**config.mk**
```make
export PLATFORM = sky130hd
export DESIGN_NAME = quoted_word_tokenizer
export DESIGN_NICKNAME = d
export VERILOG_FILES = /design/src/design/qwt_pkg.sv /design/src/design/qwt_front.sv /design/src/design/qwt_queue.sv /design/src/design/qwt_back.sv /design/src/design/quoted_word_tokenizer.sv
export VERILOG_INCLUDE_DIRS = /design/src /design/src/design
export SDC_FILE = /design/constraint.sdc
export NUM_CORES = 1
export LEC_CHECK = 0
export BUFFER_PORTS_ARGS = -buffer_cell sky130_fd_sc_hd__buf_2
export CORE_MARGIN = 2
export CORE_UTILIZATION = 30
export DETAILED_ROUTE_END_ITERATION = 7
export PLACE_DENSITY = 0.58
export SYNTH_ARGS = -nofsm -noshare
export SYNTH_HDL_FRONTEND = slang
export SYNTH_SLANG_ARGS = --single-unit
```
**constraint.sdc**
```tcl
create_clock -name clock -period 2.6 [get_ports clock]
set_input_delay 0.13 -clock clock [delete_from_list [all_inputs] [get_ports clock]]
set_output_delay 0.13 -clock clock [all_outputs]
set_load 0.005 [all_outputs]
```
**src/design/quoted_word_tokenizer_defines.svh**
```systemverilog
// assertion macros shared by the tokenizer
`ifndef QUOTED_WORD_TOKENIZER_DEFINES_SVH
`define QUOTED_WORD_TOKENIZER_DEFINES_SVH

// condition implies consequence in the same cycle
`define QWT_ASSERT_NOW(label, clk, rst, cond, conseq) \
   label: assert property (@(posedge clk) disable iff (rst) (cond) |-> (conseq)) \
      else $error("tokenizer check failed");

// condition implies consequence in the next cycle
`define QWT_ASSERT_NEXT(label, clk, rst, cond, conseq) \
   label: assert property (@(posedge clk) disable iff (rst) (cond) |=> (conseq)) \
      else $error("tokenizer check failed");

`endif

```
**src/design/qwt_pkg.sv**
```systemverilog
package qwt_pkg;

   // default depth of the queue between front and back
   localparam int QWT_QUEUE_DEPTH = 4;

   // special bytes
   localparam logic [7:0] CH_QUOTE  = 8'h22;
   localparam logic [7:0] CH_BSLASH = 8'h5C;
   localparam logic [7:0] CH_END    = 8'h00;
   localparam logic [7:0] CH_SPACE  = 8'h20;
   localparam logic [7:0] CH_TAB    = 8'h09;
   localparam logic [7:0] CH_CR     = 8'h0D;

   typedef enum logic [1:0] {
      KIND_CHAR = 2'd0,
      KIND_EOW  = 2'd1,
      KIND_EOL  = 2'd2
   } kind_type;

   typedef enum logic [3:0] {
      MODE_IDLE   = 4'b0001,
      MODE_PLAIN  = 4'b0010,
      MODE_QUOTED = 4'b0100,
      MODE_ESCAPE = 4'b1000
   } mode_type;

   typedef struct packed {
      kind_type   kind;
      logic [7:0] ch;
   } result_type;

   // one queued entry: one or two results from a single byte
   typedef struct packed {
      logic       two;
      result_type r0;
      result_type r1;
   } op_type;

   // queue status seen by the front and back
   typedef struct packed {
      logic full;
      logic empty;
   } qstat_type;

   function automatic logic is_blank(input logic [7:0] c);
      is_blank = (c == CH_SPACE) || ((c >= CH_TAB) && (c <= CH_CR));
   endfunction

   function automatic result_type mk_char(input logic [7:0] c);
      mk_char.kind = KIND_CHAR;
      mk_char.ch   = c;
   endfunction

   function automatic result_type mk_mark(input kind_type k);
      mk_mark.kind = k;
      mk_mark.ch   = 8'h00;
   endfunction

endpackage

```
**src/design/qwt_front.sv**
```systemverilog
module qwt_front (
   input  logic              clock,
   input  logic              reset,
   input  logic              req_valid,
   output logic              req_stall,
   input  logic [7:0]        req_ch,
   input  qwt_pkg::qstat_type qstat,
   output logic              push,
   output qwt_pkg::op_type   push_op
);
   import qwt_pkg::*;

   mode_type mode_ff, mode_in;
   logic     accept;
   logic     has_out;
   op_type   op;

   assign req_stall = qstat.full;
   assign accept    = req_valid && !qstat.full;

   // classify the byte against the current mode
   always_comb begin
      mode_in = mode_ff;
      has_out = 1'b0;
      op.two  = 1'b0;
      op.r0   = mk_mark(KIND_EOW);
      op.r1   = mk_mark(KIND_EOL);
      case (mode_ff)
         MODE_IDLE: begin
            if (req_ch == CH_END) begin
               has_out = 1'b1;
               op.r0   = mk_mark(KIND_EOL);
            end else if (is_blank(req_ch)) begin
               has_out = 1'b0;
            end else if (req_ch == CH_QUOTE) begin
               mode_in = MODE_QUOTED;
            end else begin
               has_out = 1'b1;
               op.r0   = mk_char(req_ch);
               mode_in = MODE_PLAIN;
            end
         end
         MODE_PLAIN: begin
            has_out = 1'b1;
            if (req_ch == CH_END) begin
               op.two  = 1'b1;
               mode_in = MODE_IDLE;
            end else if (is_blank(req_ch)) begin
               mode_in = MODE_IDLE;
            end else begin
               op.r0 = mk_char(req_ch);
            end
         end
         MODE_QUOTED: begin
            if (req_ch == CH_END) begin
               has_out = 1'b1;
               op.two  = 1'b1;
               mode_in = MODE_IDLE;
            end else if (req_ch == CH_BSLASH) begin
               mode_in = MODE_ESCAPE;
            end else if (req_ch == CH_QUOTE) begin
               has_out = 1'b1;
               mode_in = MODE_IDLE;
            end else begin
               has_out = 1'b1;
               op.r0   = mk_char(req_ch);
            end
         end
         MODE_ESCAPE: begin
            has_out = 1'b1;
            if (req_ch == CH_END) begin
               op.two  = 1'b1;
               mode_in = MODE_IDLE;
            end else if ((req_ch == CH_QUOTE) || (req_ch == CH_BSLASH)) begin
               op.r0   = mk_char(req_ch);
               mode_in = MODE_QUOTED;
            end else begin
               op.two  = 1'b1;
               op.r0   = mk_char(CH_BSLASH);
               op.r1   = mk_char(req_ch);
               mode_in = MODE_QUOTED;
            end
         end
         default: begin
            mode_in = MODE_IDLE;
         end
      endcase
   end

   assign push    = accept && has_out;
   assign push_op = op;

   // mode register advances on each accepted transaction
   always_ff @(posedge clock) begin
      if (reset) begin
         mode_ff <= MODE_IDLE;
      end else if (accept) begin
         mode_ff <= mode_in;
      end
   end

endmodule

```
**src/design/qwt_queue.sv**
```systemverilog
module qwt_queue #(
   parameter int Depth = qwt_pkg::QWT_QUEUE_DEPTH
) (
   input  logic               clock,
   input  logic               reset,
   input  logic               push,
   input  qwt_pkg::op_type    push_op,
   input  logic               pop,
   output qwt_pkg::op_type    head_op,
   output qwt_pkg::qstat_type qstat
);
   import qwt_pkg::*;

   localparam int PtrW = (Depth > 1) ? $clog2(Depth) : 1;
   localparam int CntW = $clog2(Depth + 1);

   op_type            entry_ff [Depth];
   logic [PtrW-1:0]   wr_ptr_ff, wr_ptr_in;
   logic [PtrW-1:0]   rd_ptr_ff, rd_ptr_in;
   logic [CntW-1:0]   count_ff, count_in;

   assign qstat.full  = (count_ff == CntW'(Depth));
   assign qstat.empty = (count_ff == '0);
   assign head_op     = entry_ff[rd_ptr_ff];

   // pointer and fill count update
   always_comb begin
      wr_ptr_in = wr_ptr_ff;
      rd_ptr_in = rd_ptr_ff;
      count_in  = count_ff;
      if (push) begin
         wr_ptr_in = (wr_ptr_ff == PtrW'(Depth - 1)) ? '0 : wr_ptr_ff + 1'b1;
      end
      if (pop) begin
         rd_ptr_in = (rd_ptr_ff == PtrW'(Depth - 1)) ? '0 : rd_ptr_ff + 1'b1;
      end
      if (push && !pop) begin
         count_in = count_ff + 1'b1;
      end else if (pop && !push) begin
         count_in = count_ff - 1'b1;
      end
   end

   always_ff @(posedge clock) begin
      if (reset) begin
         wr_ptr_ff <= '0;
         rd_ptr_ff <= '0;
         count_ff  <= '0;
      end else begin
         wr_ptr_ff <= wr_ptr_in;
         rd_ptr_ff <= rd_ptr_in;
         count_ff  <= count_in;
      end
   end

   // entry storage
   always_ff @(posedge clock) begin
      if (push) begin
         entry_ff[wr_ptr_ff] <= push_op;
      end
   end

endmodule

```
**src/design/qwt_back.sv**
```systemverilog
module qwt_back (
   input  logic               clock,
   input  logic               reset,
   input  qwt_pkg::op_type    head_op,
   input  qwt_pkg::qstat_type qstat,
   output logic               pop,
   output logic               rsp_valid,
   input  logic               rsp_stall,
   output logic [1:0]         rsp_kind,
   output logic [7:0]         rsp_out_char,
   output logic               rsp_last
);
   import qwt_pkg::*;

   logic       valid_ff, valid_in;
   logic       phase_ff, phase_in;
   result_type res_ff, res_in;
   logic       last_ff, last_in;
   logic       load;

   // output register is free when empty or being taken
   assign load = !qstat.empty && (!valid_ff || !rsp_stall);

   always_comb begin
      valid_in = valid_ff;
      phase_in = phase_ff;
      res_in   = res_ff;
      last_in  = last_ff;
      pop      = 1'b0;
      if (load) begin
         valid_in = 1'b1;
         res_in   = phase_ff ? head_op.r1 : head_op.r0;
         if (phase_ff || !head_op.two) begin
            last_in  = 1'b1;
            pop      = 1'b1;
            phase_in = 1'b0;
         end else begin
            last_in  = 1'b0;
            phase_in = 1'b1;
         end
      end else if (!rsp_stall) begin
         valid_in = 1'b0;
      end
   end

   always_ff @(posedge clock) begin
      if (reset) begin
         valid_ff <= 1'b0;
         phase_ff <= 1'b0;
      end else begin
         valid_ff <= valid_in;
         phase_ff <= phase_in;
      end
   end

   // result payload
   always_ff @(posedge clock) begin
      res_ff  <= res_in;
      last_ff <= last_in;
   end

   assign rsp_valid    = valid_ff;
   assign rsp_kind     = res_ff.kind;
   assign rsp_out_char = res_ff.ch;
   assign rsp_last     = last_ff;

endmodule

```
**src/design/quoted_word_tokenizer.sv**
```systemverilog
// path: a byte's results are registered in the queue, then in the output register
// throughput: one byte per cycle; a byte with two results holds the output for both in turn,
//   the queue between front and back absorbs that, input stalls only when it is full
// reset: synchronous, clears the word mode, the queue and the output valid and phase flags
`include "quoted_word_tokenizer_defines.svh"
module quoted_word_tokenizer #(
   parameter int QueueDepth = qwt_pkg::QWT_QUEUE_DEPTH
) (
   input  logic       clock,
   input  logic       reset,
   input  logic       req_valid,
   output logic       req_stall,
   input  logic [7:0] req_ch,
   output logic       rsp_valid,
   input  logic       rsp_stall,
   output logic [1:0] rsp_kind,
   output logic [7:0] rsp_out_char,
   output logic       rsp_last
);
   import qwt_pkg::*;

   qstat_type qstat;
   op_type    push_op;
   op_type    head_op;
   logic      push;
   logic      pop;

   // classify bytes and track the word mode
   qwt_front u_front (
      .clock     (clock),
      .reset     (reset),
      .req_valid (req_valid),
      .req_stall (req_stall),
      .req_ch    (req_ch),
      .qstat     (qstat),
      .push      (push),
      .push_op   (push_op)
   );

   // decoupling queue
   qwt_queue #(
      .Depth (QueueDepth)
   ) u_queue (
      .clock   (clock),
      .reset   (reset),
      .push    (push),
      .push_op (push_op),
      .pop     (pop),
      .head_op (head_op),
      .qstat   (qstat)
   );

   // emit results one per cycle while results are queued and the output is not stalled
   qwt_back u_back (
      .clock        (clock),
      .reset        (reset),
      .head_op      (head_op),
      .qstat        (qstat),
      .pop          (pop),
      .rsp_valid    (rsp_valid),
      .rsp_stall    (rsp_stall),
      .rsp_kind     (rsp_kind),
      .rsp_out_char (rsp_out_char),
      .rsp_last     (rsp_last)
   );

   // end of line is always the final result of its byte
   `QWT_ASSERT_NOW(a_eol_last, clock, reset, rsp_valid && (rsp_kind == KIND_EOL), rsp_last)
   // marks carry no character
   `QWT_ASSERT_NOW(a_mark_zero, clock, reset, rsp_valid && (rsp_kind != KIND_CHAR),
      rsp_out_char == 8'h00)
   // the partner of a non-final result follows at once
   `QWT_ASSERT_NEXT(a_pair_follows, clock, reset, rsp_valid && !rsp_last && !rsp_stall,
      rsp_valid)
   // a push never meets a full queue
   `QWT_ASSERT_NOW(a_no_overflow, clock, reset, qstat.full, !push)

endmodule
```
==> results of run 1 <==
[how the worst max path moves through the flow]
stage | from | to | slack [ns] | cells past startpoint
floorplan | u_front.mode_ff[3] | u_queue.count_ff[2] | -0.13 | 12
global placement | u_front.mode_ff[3] | u_queue.count_ff[2] | -0.01 | 12
detailed placement | u_front.mode_ff[3] | u_queue.count_ff[2] | -0.08 | 11
CTS | u_front.mode_ff[0] | u_queue.count_ff[2] | 0.008 | 12
global route | u_front.mode_ff[3] | u_queue.count_ff[2] | -0.09 | 11
finish | u_front.mode_ff[3] | u_queue.count_ff[2] | 0.05 | 12
[layout make-up]
type	instances	area, µm²
Fill cell	1463	9641
Inverter	6	22.52
Clock buffer	10	229.0
Clock inverter	6	81.33
Tap cell	211	264.0
Multi-Input combinational cell	179	1628
Timing Repair Buffer	56	414.1
Sequential cell	106	3035
[state kept, by name, indices dropped and copies added, names as in the netlist, named ones only]
name / cells
u_back.rsp_kind: 2
u_back.phase_ff: 1
u_queue.rd_ptr_ff: 2
u_queue.wr_ptr_ff: 2
u_queue.entry_ff: 80
u_queue.count_ff: 3
u_back.rsp_out_char: 8
u_back.rsp_last: 1
u_front.mode_ff: 4
u_back.rsp_valid: 1
[per-stage QoR]
step                power (µW)  util (%)
floorplan                 3493         -
global placement          3999     34.84
detailed placement        4032     34.84
CTS                       5477     36.94
global route              5711     37.05
finish                    5398     37.05
[Yosys cell counts, drive strengths merged, types with 7 or more instances]
library cell / instances
nor2: 20
dfxtp: 15
and2: 9
nor3: 7
nand2b: 7
nand2: 10
clkbuf: 12
a21oi: 9
nor2b: 9
o21ai: 8
mux4: 20
mux2: 10
edfxtp: 91
[routing by layer]
layer,routed length [µm],GRT usage (%)
met3,317,3.220
met2,4762,20.14
met5,0,0
met4,148,4.934
met1,4233,15.04
[worst min-delay path, delay by kind of cell]
kind	cells	cell delay (ns)
and+or+nand+nor	1	0.05
AOI/OAI and AO/OA	1	0.05
buffers and inverters	1	0.10
[power by group through the flow]
| stage | Sequential [µW] | Combinational [µW] | Clock (µW) |
|---|---|---|---|
| after floorplan | 2410 | 1090 | 0 |
| after global placement | 2390 | 1610 | 0 |
| after detailed placement | 2400 | 1630 | 0 |
| after CTS | 2370 | 1650 | 1460 |
| after global routing | 2400 | 1810 | 1510 |
| final | 2370 | 1610 | 1420 |
[cells in the final DEF, fill, tap and decap left out, drive strengths merged, types with 2 or more instances in the layout]
cell    synthesis  layout
edfxtp         91      91
buf             6      56
nor2           20      20
mux4           20      20
dfxtp          15      15
nand2          10      10
mux2           10      10
clkbuf         12      10
and2            9       9
a21oi           9       9
nor2b           9       9
o21ai           8       8
nand2b          7       7
nor3            7       7
inv             6       6
or3             6       6
ha              6       6
nor4b           5       5
a21o            4       4
mux2i           4       4
a211oi          4       4
or2             4       4
clkinv          0       4
nor3b           3       3
and3            3       3
nor4            3       3
xnor2           2       2
a221oi          2       2
xor2            2       2
bufinv          0       2
or4b            2       2
or4             2       2
[cell families (layout without fill, tap and decap cells)]
family	count (synthesis)	in the layout	synth area share (%)
xor gates and xnor gates	4	4	0.7405
DFF	106	106	64.09
muxes	34	34	12.82
and+or+nand+nor	93	93	11.53
AOI/OAI and AO/OA	41	41	6.611
adders and majority gates	7	7	2.009
buffers and inverters	24	78	2.194
[what timing repair did]
item                                    in CTS  in global routing
buffers inserted                             0                  1
endpoints found under the hold margin        0                  0
resized for setup                            5                  2
endpoints found under the setup margin       1                  5
pin swaps                                    4                  1
gates cloned                                 0                  0
==> metrics.md, run 1 <==
| Metric | Value |
|---|---|
| Status | `completed` |
| Worst path slowest cell | `dfxtp_2` |
| Avg Vias per Cell | `4.793` |
| Number of I/O pins | `25` |
| Maximum number of pins on one net before global-route repair | `21` |
| Clock tree from TritonCTS | `done` |
| Worst slew margin relative to its limit | `59.61%` |
| Rows | `45` |
| Required time of the critical path | `approximately 2.9 ns` |
| Sink count of the clock tree | `106` |
| Synthesis Warnings | `0` |
| Period utilisation layout | `97.93%` |
| Per-cell routed wire length | `16.48 µm` |
| Number of cells in the design after placement | `557` |
| Floorplan die height | `129.6 µm` |
| Fin cells | `574` |
| Vias | `2751` |
| Maximum root-to-sink buffer count | `2` |
| Floorplan die width | `129.6 µm` |
| Inserted Diodes | `0` |
| Flip-flop and latch count after synthesis | `106` |
| Buffers on Ports | `24` |
| Clk pin slew, worst setup/hold paths | `0.07 ns` |
| First-pass iteration count of the detailed router | `6` |
| Area enclosed by the die boundary | `0.01679 mm²` |
| Int Pwr | `3924 µW` |
| Per-instance average area after synthesis | `15.31 µm²` |
| Standard cell core area | `0.01531 mm²` |
| Transition time of the tightest slew-check pin | `0.6003 ns` |
| Setup-failing EPs final | `0` |
| Clk root buf | `clkbuf_16` |
| Total Wirelength | `about 9.5 mm` |
| Worst min-delay path category | `in -> reg` |
| Total track usage | `12.12%` |
| Combinational share of power | `29.9%` |
| Hold buffers post-CTS | `0` |
| Count of flip-flops with a built-in enable after synthesis | `91` |
| Setup Crit Path Kind | `reg -> reg` |
| Switching Power | `1474 µW` |
| Number of nets in the layout | `between 300 and 400` |
| Mapped Cells | `309` |
| Crit end category | `register` |
| End point of the most critical hold path | `u_back.rsp_valid` |
| Fraction of layout instances using a drive strength above 1 | `33.06%` |
| Sequential power share | `43.8%` |
| Final global-route overflow total | `0` |
| Number of H-tree levels | `3` |
| Dominant cell type by count on the critical path | `inv_1` |
| Layout overhead on the synthesized area | `19.91%` |
| Max-capacitance violation count | `0` |
| Element type at the critical path start | `register` |
| Synth top area cells | `edfxtp_1 (58%), mux4_2 (9.5%), dfxtp_1 (6.3%)` |
| Series of cell instances along the critical path | `buf_4 -> nor4b_4 -> a21bo_2 -> a211oi_2 -> a21oi_2 -> inv_1 -> ha_2 -> inv_1 -> fa_2 -> xor2_1 -> or3_1 -> a21oi_1` |
| Final HPWL DP | `6.212 mm` |
| Synth Flop Type | `edfxtp_1` |
| First-pass GRT wire length | `15.04 mm` |
| Sum of buffers and inverters on the critical path | `3` |
| Leak pwr | `~0.0019 µW` |
| Worst ir drop on vdd | `0.3609 mV` |
| Async set-or-reset flop fraction in the synthesized netlist | `0%` |
| Count of nets left with antenna violations after detail routing | `0` |
| Net switching share of the total power | `27.31%` |
| Remaining DRCs | `0` |
| Number of distinct library cell variants in the gate-level netlist after synthesis | `58` |
| Cell type contributing the most total cell area after synthesis | `edfxtp_1` |
| Power density over cell area | `~950 mW/mm²` |
| Area of the mapped netlist | `0.004732 mm²` |
| Slew Viols, Final | `0` |
| Post-route worst hold slack | `0.04376 ns` |
| Fin. Hold Viols | `0` |
| Critical path's top delay family | `compound AO/OA/AOI/OAI gates` |
| Number of global-route vias before repair | `around 2900` |
| Pre-CTS setup slack | `-0.08019 ns` |
| RSZ-0062 raised after global routing | `yes` |
| Syn Nets | `around 330` |
| Starting density of the core | `between 30% and 40%` |
| Number of cell instances on the worst register-to-register path | `12` |
| Seq/Total Area, Yosys | `between 60% and 70%` |
| Area of all placed cells without fillers | `0.005674 mm²` |
| Slack of the critical path | `0.05379 ns` |
| Share of Yosys cell area claimed by the top area cell type | `57.75%` |
| Insertion delay to the later sink of the worst-skew pair | `~0.35 ns` |
| R2r setup slk | `0.05 ns` |
| Inserted Clock Buffers | `9` |
| Final weighted congestion in routability-driven placement | `roughly 0.85` |
| Worst reg2reg path startpoint | `u_front.mode_ff[3]` |
| Final TNS setup | `0 ns` |
| Count of cells along the worst hold path | `3` |
| Startpoint of the lowest-slack hold path | `rsp_stall` |
| Number of DRC violations after detailed-routing iteration 0 | `233` |
| Largest fanout on the critical path | `5` |
| Arrival time worst endpoint | `roughly 2.8 ns` |
| Delay of the slowest cell on the worst path | `0.34 ns` |
| Final Critical Period | `2.546 ns` |
| Final clock skew | `0.008863 ns` |
| Post-placement cell area | `0.005336 mm²` |
| Clock share of power | `26.3%` |
| Achievable frequency | `392.7 MHz` |
| Initial antenna violation count | `0` |
| Endpoint of the worst-slack reg-to-reg timing path | `u_queue.count_ff[2]` |
Note: power is estimated with default switching activity, not from simulation.
==> run 2, diff against run 1 <==
PLACE_DENSITY = 0.56   (was 0.58)
clock period = 2.4 ns   (was 2.6 ns; I/O delays follow)
==> run 2 against run 1 <==
The run now ends with setup timing left. Register-to-register slack lost 0.19 ns. Routed wire length grew 4.0%. Clock skew shrank 0.0017 ns. Sequential cell count is the same. Global-route usage grew 0.69 points. Utilization grew 0.46 points. Critical path depth shrank 1. Critical path type unchanged.
==> metrics.md, run 2 (synthesis results as in run 1) <==
| Metric | Value |
|---|---|
| Final clock skew | `0.007130 ns` |
| Required time of the critical path | `between 2 and 3 ns` |
| Count of nets left with antenna violations after detail routing | `0` |
| Clock tree from TritonCTS | `done` |
| Floorplan die height | `129.6 µm` |
| Number of DRC violations after detailed-routing iteration 0 | `209` |
| Final HPWL DP | `6.597 mm` |
| Total track usage | `12.82%` |
| Fraction of layout instances using a drive strength above 1 | `between 30% and 40%` |
| Fin cells | `approximately 600` |
| Commonest cells after routing, fill and taps aside | `edfxtp_1 (91), buf_4 (36), buf_2 (24)` |
| Period utilisation layout | `105.6%` |
| Initial antenna violation count | `1` |
| Startpoint of the lowest-slack hold path | `rsp_stall` |
| Area enclosed by the die boundary | `~0.017 mm²` |
| Sink count of the clock tree | `106` |
| Slack of the critical path | `-0.1355 ns` |
| Remaining DRCs | `0` |
| Worst slew margin relative to its limit | `between 40% and 50%` |
| Worst ir drop on vdd | `~0.38 mV` |
| Inserted Diodes | `0` |
| Worst reg2reg path startpoint | `u_front.mode_ff[0]` |
| Flip-flop count of the largest register, all copies and words added | `80` |
| Max-capacitance violation count | `0` |
| Final global-route overflow total | `0` |
| Setup Crit Path Kind | `reg -> reg` |
| First-pass iteration count of the detailed router | `4` |
| Transition time of the tightest slew-check pin | `0.8363 ns` |
| Worst min-delay path category | `in -> reg` |
| Slew Viols, Final | `0` |
| Rows | `between 40 and 50` |
| Fin. Hold Viols | `0` |
| Setup-failing EPs final | `1` |
| Clk root buf | `clkbuf_16` |
| Inserted Clock Buffers | `9` |
| Achievable frequency | `394.4 MHz` |
| Avg Vias per Cell | `4.742` |
| Largest fanout on the critical path | `4` |
| Maximum root-to-sink buffer count | `2` |
| RSZ-0062 raised after global routing | `yes` |
| Standard cell core area | `about 0.015 mm²` |
| Floorplan die width | `129.6 µm` |
| Insertion delay to the later sink of the worst-skew pair | `between 0.3 and 0.4 ns` |
| Element type at the critical path start | `register` |
| Most common cell after layout, fill and taps aside | `edfxtp_1` |
| Layout overhead on the synthesized area | `21.39%` |
| Clk pin slew, worst setup/hold paths | `0.07 ns` |
| Power density over cell area | `1013 mW/mm²` |
| Number of cells in the design after placement | `566` |
| Per-cell routed wire length | `16.81 µm` |
| Hold buffers post-CTS | `0` |
| Final Critical Period | `~2.5 ns` |
| Largest register by flop count | `u_queue.entry_ff` |
| Total Wirelength | `9.836 mm` |
| Number of nets in the layout | `388` |
| Starting density of the core | `30.90%` |
| Critical path origin | `u_front.mode_ff[0]` |
| Number of global-route vias before repair | `3016` |
| Post-route worst hold slack | `approximately 0.039 ns` |
| Violations in the final reports | `setup timing` |
| Number of I/O pins | `25` |
| Leak pwr | `between 0.0015 and 0.002 µW` |
| Arrival time worst endpoint | `2.81 ns` |
| First-pass GRT wire length | `16.07 mm` |
| Vias | `2774` |
| Final weighted congestion in routability-driven placement | `0.8264` |
| Status | `finished, violations left` |
| Crit end category | `register` |
| Fill cells | `1506` |
| Number of H-tree levels | `3` |
| Maximum number of pins on one net before global-route repair | `21` |
| Buffers on Ports | `24` |
run 2: cell count changes in the layout (fill, tap and decap cells not counted), sizes merged:
cell	previous run	this run
clkbuf	10	14
clkinv	4	2
buf	56	67
bufinv	2	0
run 2: critical path, stage by stage (launching register included):
cell	delay (ns)
dfxtp_2	0.34
or4b_4	0.55
o311a_1	0.15
a211oi_2	0.16
a21oi_2	0.06
inv_1	0.06
ha_2	0.18
inv_2	0.04
fa_2	0.34
xor2_1	0.15
or3_1	0.30
a21oi_1	0.13
run 2: final cells by class:
| cell class | count | area, µm² | area share (%) |
|---|---|---|---|
| flip-flops and latches | 106 | 3038 | 52.89 |
| multi-input cells | 179 | 1630 | 28.38 |
| repair buffers | 67 | 504.2 | 8.778 |
| clock buffers | 14 | 275.3 | 4.792 |
| well taps | 211 | 264.0 | 4.596 |
| inverters | 6 | 22.52 | 0.3921 |
| clock inverters | 2 | 10.01 | 0.1743 |
run 2: power breakdown:
| part | internal, µW | switching [µW] | leakage [µW] |
|---|---|---|---|
| clock network | 793 | 609 | 0.000142 |
| logic | 960 | 884 | 0.000871 |
| registers | 2450 | 115 | 0.000963 |
run 2: layer usage:
| layer | wire length (µm) | track usage (%) |
|---|---|---|
| met3 | 398 | 2.973 |
| met5 | 11 | 0 |
| met1 | 4339 | 16.00 |
| met2 | 4805 | 21.25 |
| met4 | 282 | 5.756 |
run 2: final timing paths:
path / cells past startpoint / to / slack (ns)
worst max-delay path: 11 / u_queue.count_ff[2] / -0.14
worst min-delay path: 3 / u_back.rsp_valid / 0.04
worst max register to register: 11 / u_queue.count_ff[2] / -0.14
worst min register to register: 2 / u_back.rsp_valid / 0.48
run 2: through the flow:
stage / area (µm²) / TNS [ns] / power, µW / setup WS (ns) / utilization, %
2_1_floorplan: 4746 / -25.28 / 3787 / -0.3267 / -
6_report: 5744 / -0.1355 / 5817 / -0.1355 / 37.51
3_5_place_dp: 5408 / -0.2878 / 4449 / -0.2878 / 35.31
3_3_place_gp: 5408 / -0.2176 / 4419 / -0.2176 / 35.31
4_1_cts: 5739 / -0.1724 / 5903 / -0.1724 / 37.48
5_1_grt: 5744 / -0.2823 / 6184 / -0.2653 / 37.51
run 2: what timing repair did:
action                     CTS  global route
buffers inserted             3             0
setup endpoints to repair    1             2
pin swaps                    6             2
resized for setup           10             2
==> run 3, diff against run 2 <==
PLACE_DENSITY = not set   (was 0.56)
PLACE_DENSITY_LB_ADDON = 0.05   (was not set)
==> run 3 against run 2 <==
Utilization rose by 1.4 points. Design area rose by 3.6%. Routed wire length rose by 9.3%. Sequential cell count did not move. Combinational power rose by 7%. Largest power group unchanged. The run still ends with setup timing left. Via count rose by 1.9%. Count of clock-buffer cells in the layout fell by 3. Critical path type unchanged. Critical path depth did not move. Global-route usage rose by 0.87 points. Sequential share of layout area fell by 1.8 points. Sequential power barely moved.
==> metrics.md, run 3 (synthesis results as in run 1) <==
| Metric | Value |
|---|---|
| Largest register by flop count | `u_queue.entry_ff` |
| Commonest cells after routing, fill and taps aside | `edfxtp_1 (91), buf_4 (51), buf_2 (24)` |
| Worst path slowest cell | `or4b_4` |
| Slew Viols, Final | `0` |
| Status | `finished, violations left` |
| Total track usage | `13.68%` |
| Clock share of power | `24.3%` |
| Area of all placed cells without fillers | `approximately 0.006 mm²` |
| RSZ-0062 raised after global routing | `yes` |
| Post-route worst hold slack | `about 0.033 ns` |
| Inserted Clock Buffers | `9` |
| Clock tree from TritonCTS | `done` |
| Final Critical Period | `around 2.5 ns` |
| Element type at the critical path start | `register` |
| Total power after layout | `5981 µW` |
| Setup Crit Path Kind | `reg -> reg` |
| Leak pwr | `0.002081 µW` |
| Fraction of layout instances using a drive strength above 1 | `39.64%` |
| Crit end category | `register` |
| Required time of the critical path | `around 2.7 ns` |
| Flip-flop count of the largest register, all copies and words added | `80` |
| Buffers on Ports | `24` |
| Fill cells | `1476` |
| Delay of the slowest cell on the worst path | `~0.52 ns` |
| Series of cell instances along the critical path | `or4b_4 -> o311a_1 -> a211oi_2 -> a21oi_2 -> inv_1 -> ha_2 -> inv_2 -> fa_2 -> xor2_1 -> or3_1 -> a21oi_2` |
| Sequential power share | `42.9%` |
| Layout overhead on the synthesized area | `25.81%` |
| Slack of the critical path | `-0.1340 ns` |
| Number of global-route vias before repair | `2913` |
| Int Pwr | `approximately 4300 µW` |
| Floorplan die height | `roughly 130 µm` |
| Fin. Hold Viols | `0` |
| Number of H-tree levels | `3` |
| First-pass iteration count of the detailed router | `4` |
| Floorplan die width | `between 100 and 150 µm` |
| Number of DRC violations after detailed-routing iteration 0 | `224` |
| Violations in the final reports | `setup timing` |
| Total Wirelength | `between 10 and 15 mm` |
| Maximum root-to-sink buffer count | `2` |
| Sink count of the clock tree | `about 110` |
| Final clock skew | `roughly 0.0077 ns` |
| Final HPWL DP | `between 7 and 8 mm` |
| Setup-failing EPs final | `1` |
| Post-placement cell area | `roughly 0.0055 mm²` |
| Clk pin slew, worst setup/hold paths | `0.07 ns` |
| Final TNS setup | `-0.1340 ns` |
| First-pass GRT wire length | `around 17 mm` |
| Remaining DRCs | `0` |
| Number of I/O pins | `25` |
| Area enclosed by the die boundary | `~0.017 mm²` |
| Inserted Diodes | `0` |
| Achievable frequency | `394.6 MHz` |
| Final global-route overflow total | `0` |
| Maximum number of pins on one net before global-route repair | `21` |
| Standard cell core area | `roughly 0.015 mm²` |
| Most common cell after layout, fill and taps aside | `edfxtp_1` |
| Avg Vias per Cell | `4.694` |
| Rows | `45` |
| Clk root buf | `clkbuf_16` |
| Combinational share of power | `32.8%` |
| Arrival time worst endpoint | `2.82 ns` |
| Initial antenna violation count | `0` |
| Hold buffers post-CTS | `0` |
| Dominant cell type by count on the critical path | `a21oi_2` |
| Worst min-delay path category | `in -> reg` |
| Critical path's top delay family | `simple AND/OR/NAND/NOR gates` |
| Max-capacitance violation count | `0` |
| Fin cells | `602` |
| Power density over cell area | `1005 mW/mm²` |
| Transition time of the tightest slew-check pin | `between 0.5 and 0.6 ns` |
| Net switching share of the total power | `28.28%` |
| Final weighted congestion in routability-driven placement | `~0.8` |
| Starting density of the core | `30.90%` |
| Worst slew margin relative to its limit | `63.59%` |
| Count of nets left with antenna violations after detail routing | `0` |
| Number of nets in the layout | `405` |
| Period utilisation layout | `105.6%` |
| Sum of buffers and inverters on the critical path | `2` |
| Worst ir drop on vdd | `0.3503 mV` |
| Insertion delay to the later sink of the worst-skew pair | `0.35 ns` |
| Vias | `roughly 2800` |
| Switching Power | `~1700 µW` |
| Per-cell routed wire length | `17.86 µm` |
| Largest fanout on the critical path | `6` |
| Number of cells in the design after placement | `~580` |
-- run 3: metal layers --
layer | GRT usage, % | wire length, µm | vias to the layer above
met5 | 0 | 0 | -
met4 | 5.376 | 162 | 0
met3 | 2.725 | 316 | 13
met2 | 21.07 | 5027 | 45
met1 | 19.10 | 5248 | 1414
li1 | - | - | 1354
-- run 3: repair_timing --
| action | in CTS | in global routing |
|---|---|---|
| gates cloned | 0 | 2 |
| gates resized for setup | 17 | 6 |
| endpoints found under the setup margin | 6 | 90 |
| pin swaps | 6 | 2 |
| buffers inserted | 5 | 0 |
| hold endpoints to repair | 0 | 0 |
-- run 3: cell type report --
type                    count  area, µm²  area share [%]
clock buffers              11      232.7           3.909
clock inverters             5      56.30          0.9458
inverters                   6      22.52          0.3783
multi-input cells         179       1659           27.87
flip-flops and latches    106       3043           51.11
well taps                 211      264.0           4.435
repair buffers             84      675.6           11.35
-- run 3: path summary, 6_finish.rpt --
check / start / endpoint / slack (ns) / cells past startpoint
worst max-delay path: u_front.mode_ff[1] / u_queue.count_ff[2] / -0.13 / 11
worst min-delay path: rsp_stall / u_back.rsp_valid / 0.03 / 3
worst max register to register: u_front.mode_ff[1] / u_queue.count_ff[2] / -0.13 / 11
worst min register to register: u_back.rsp_valid / u_back.rsp_valid / 0.48 / 2
-- run 3: power groups by stage --
stage | logic, µW | clock network [µW] | registers [µW]
after detailed placement | 1910 | 0 | 2610
final | 1960 | 1460 | 2570
after floorplan | 1180 | 0 | 2610
after global placement | 1930 | 0 | 2600
after global routing | 2190 | 1570 | 2600
after CTS | 2020 | 1500 | 2570
-- run 3: stage by stage --
stage               setup WS (ns)  utilization, %
finish                    -0.1340           38.87
global route              -0.2775           38.87
CTS                       -0.1556           38.66
detailed placement        -0.2963           36.18
global placement          -0.2518           36.18
floorplan                 -0.3267               -
-- run 3: tightest hold or removal path, delay by kind of cell --
kind,cells,cell delay [ns]
AOI/OAI and AO/OA,1,0.05
and+or+nand+nor,1,0.06
buffers and inverters,1,0.11
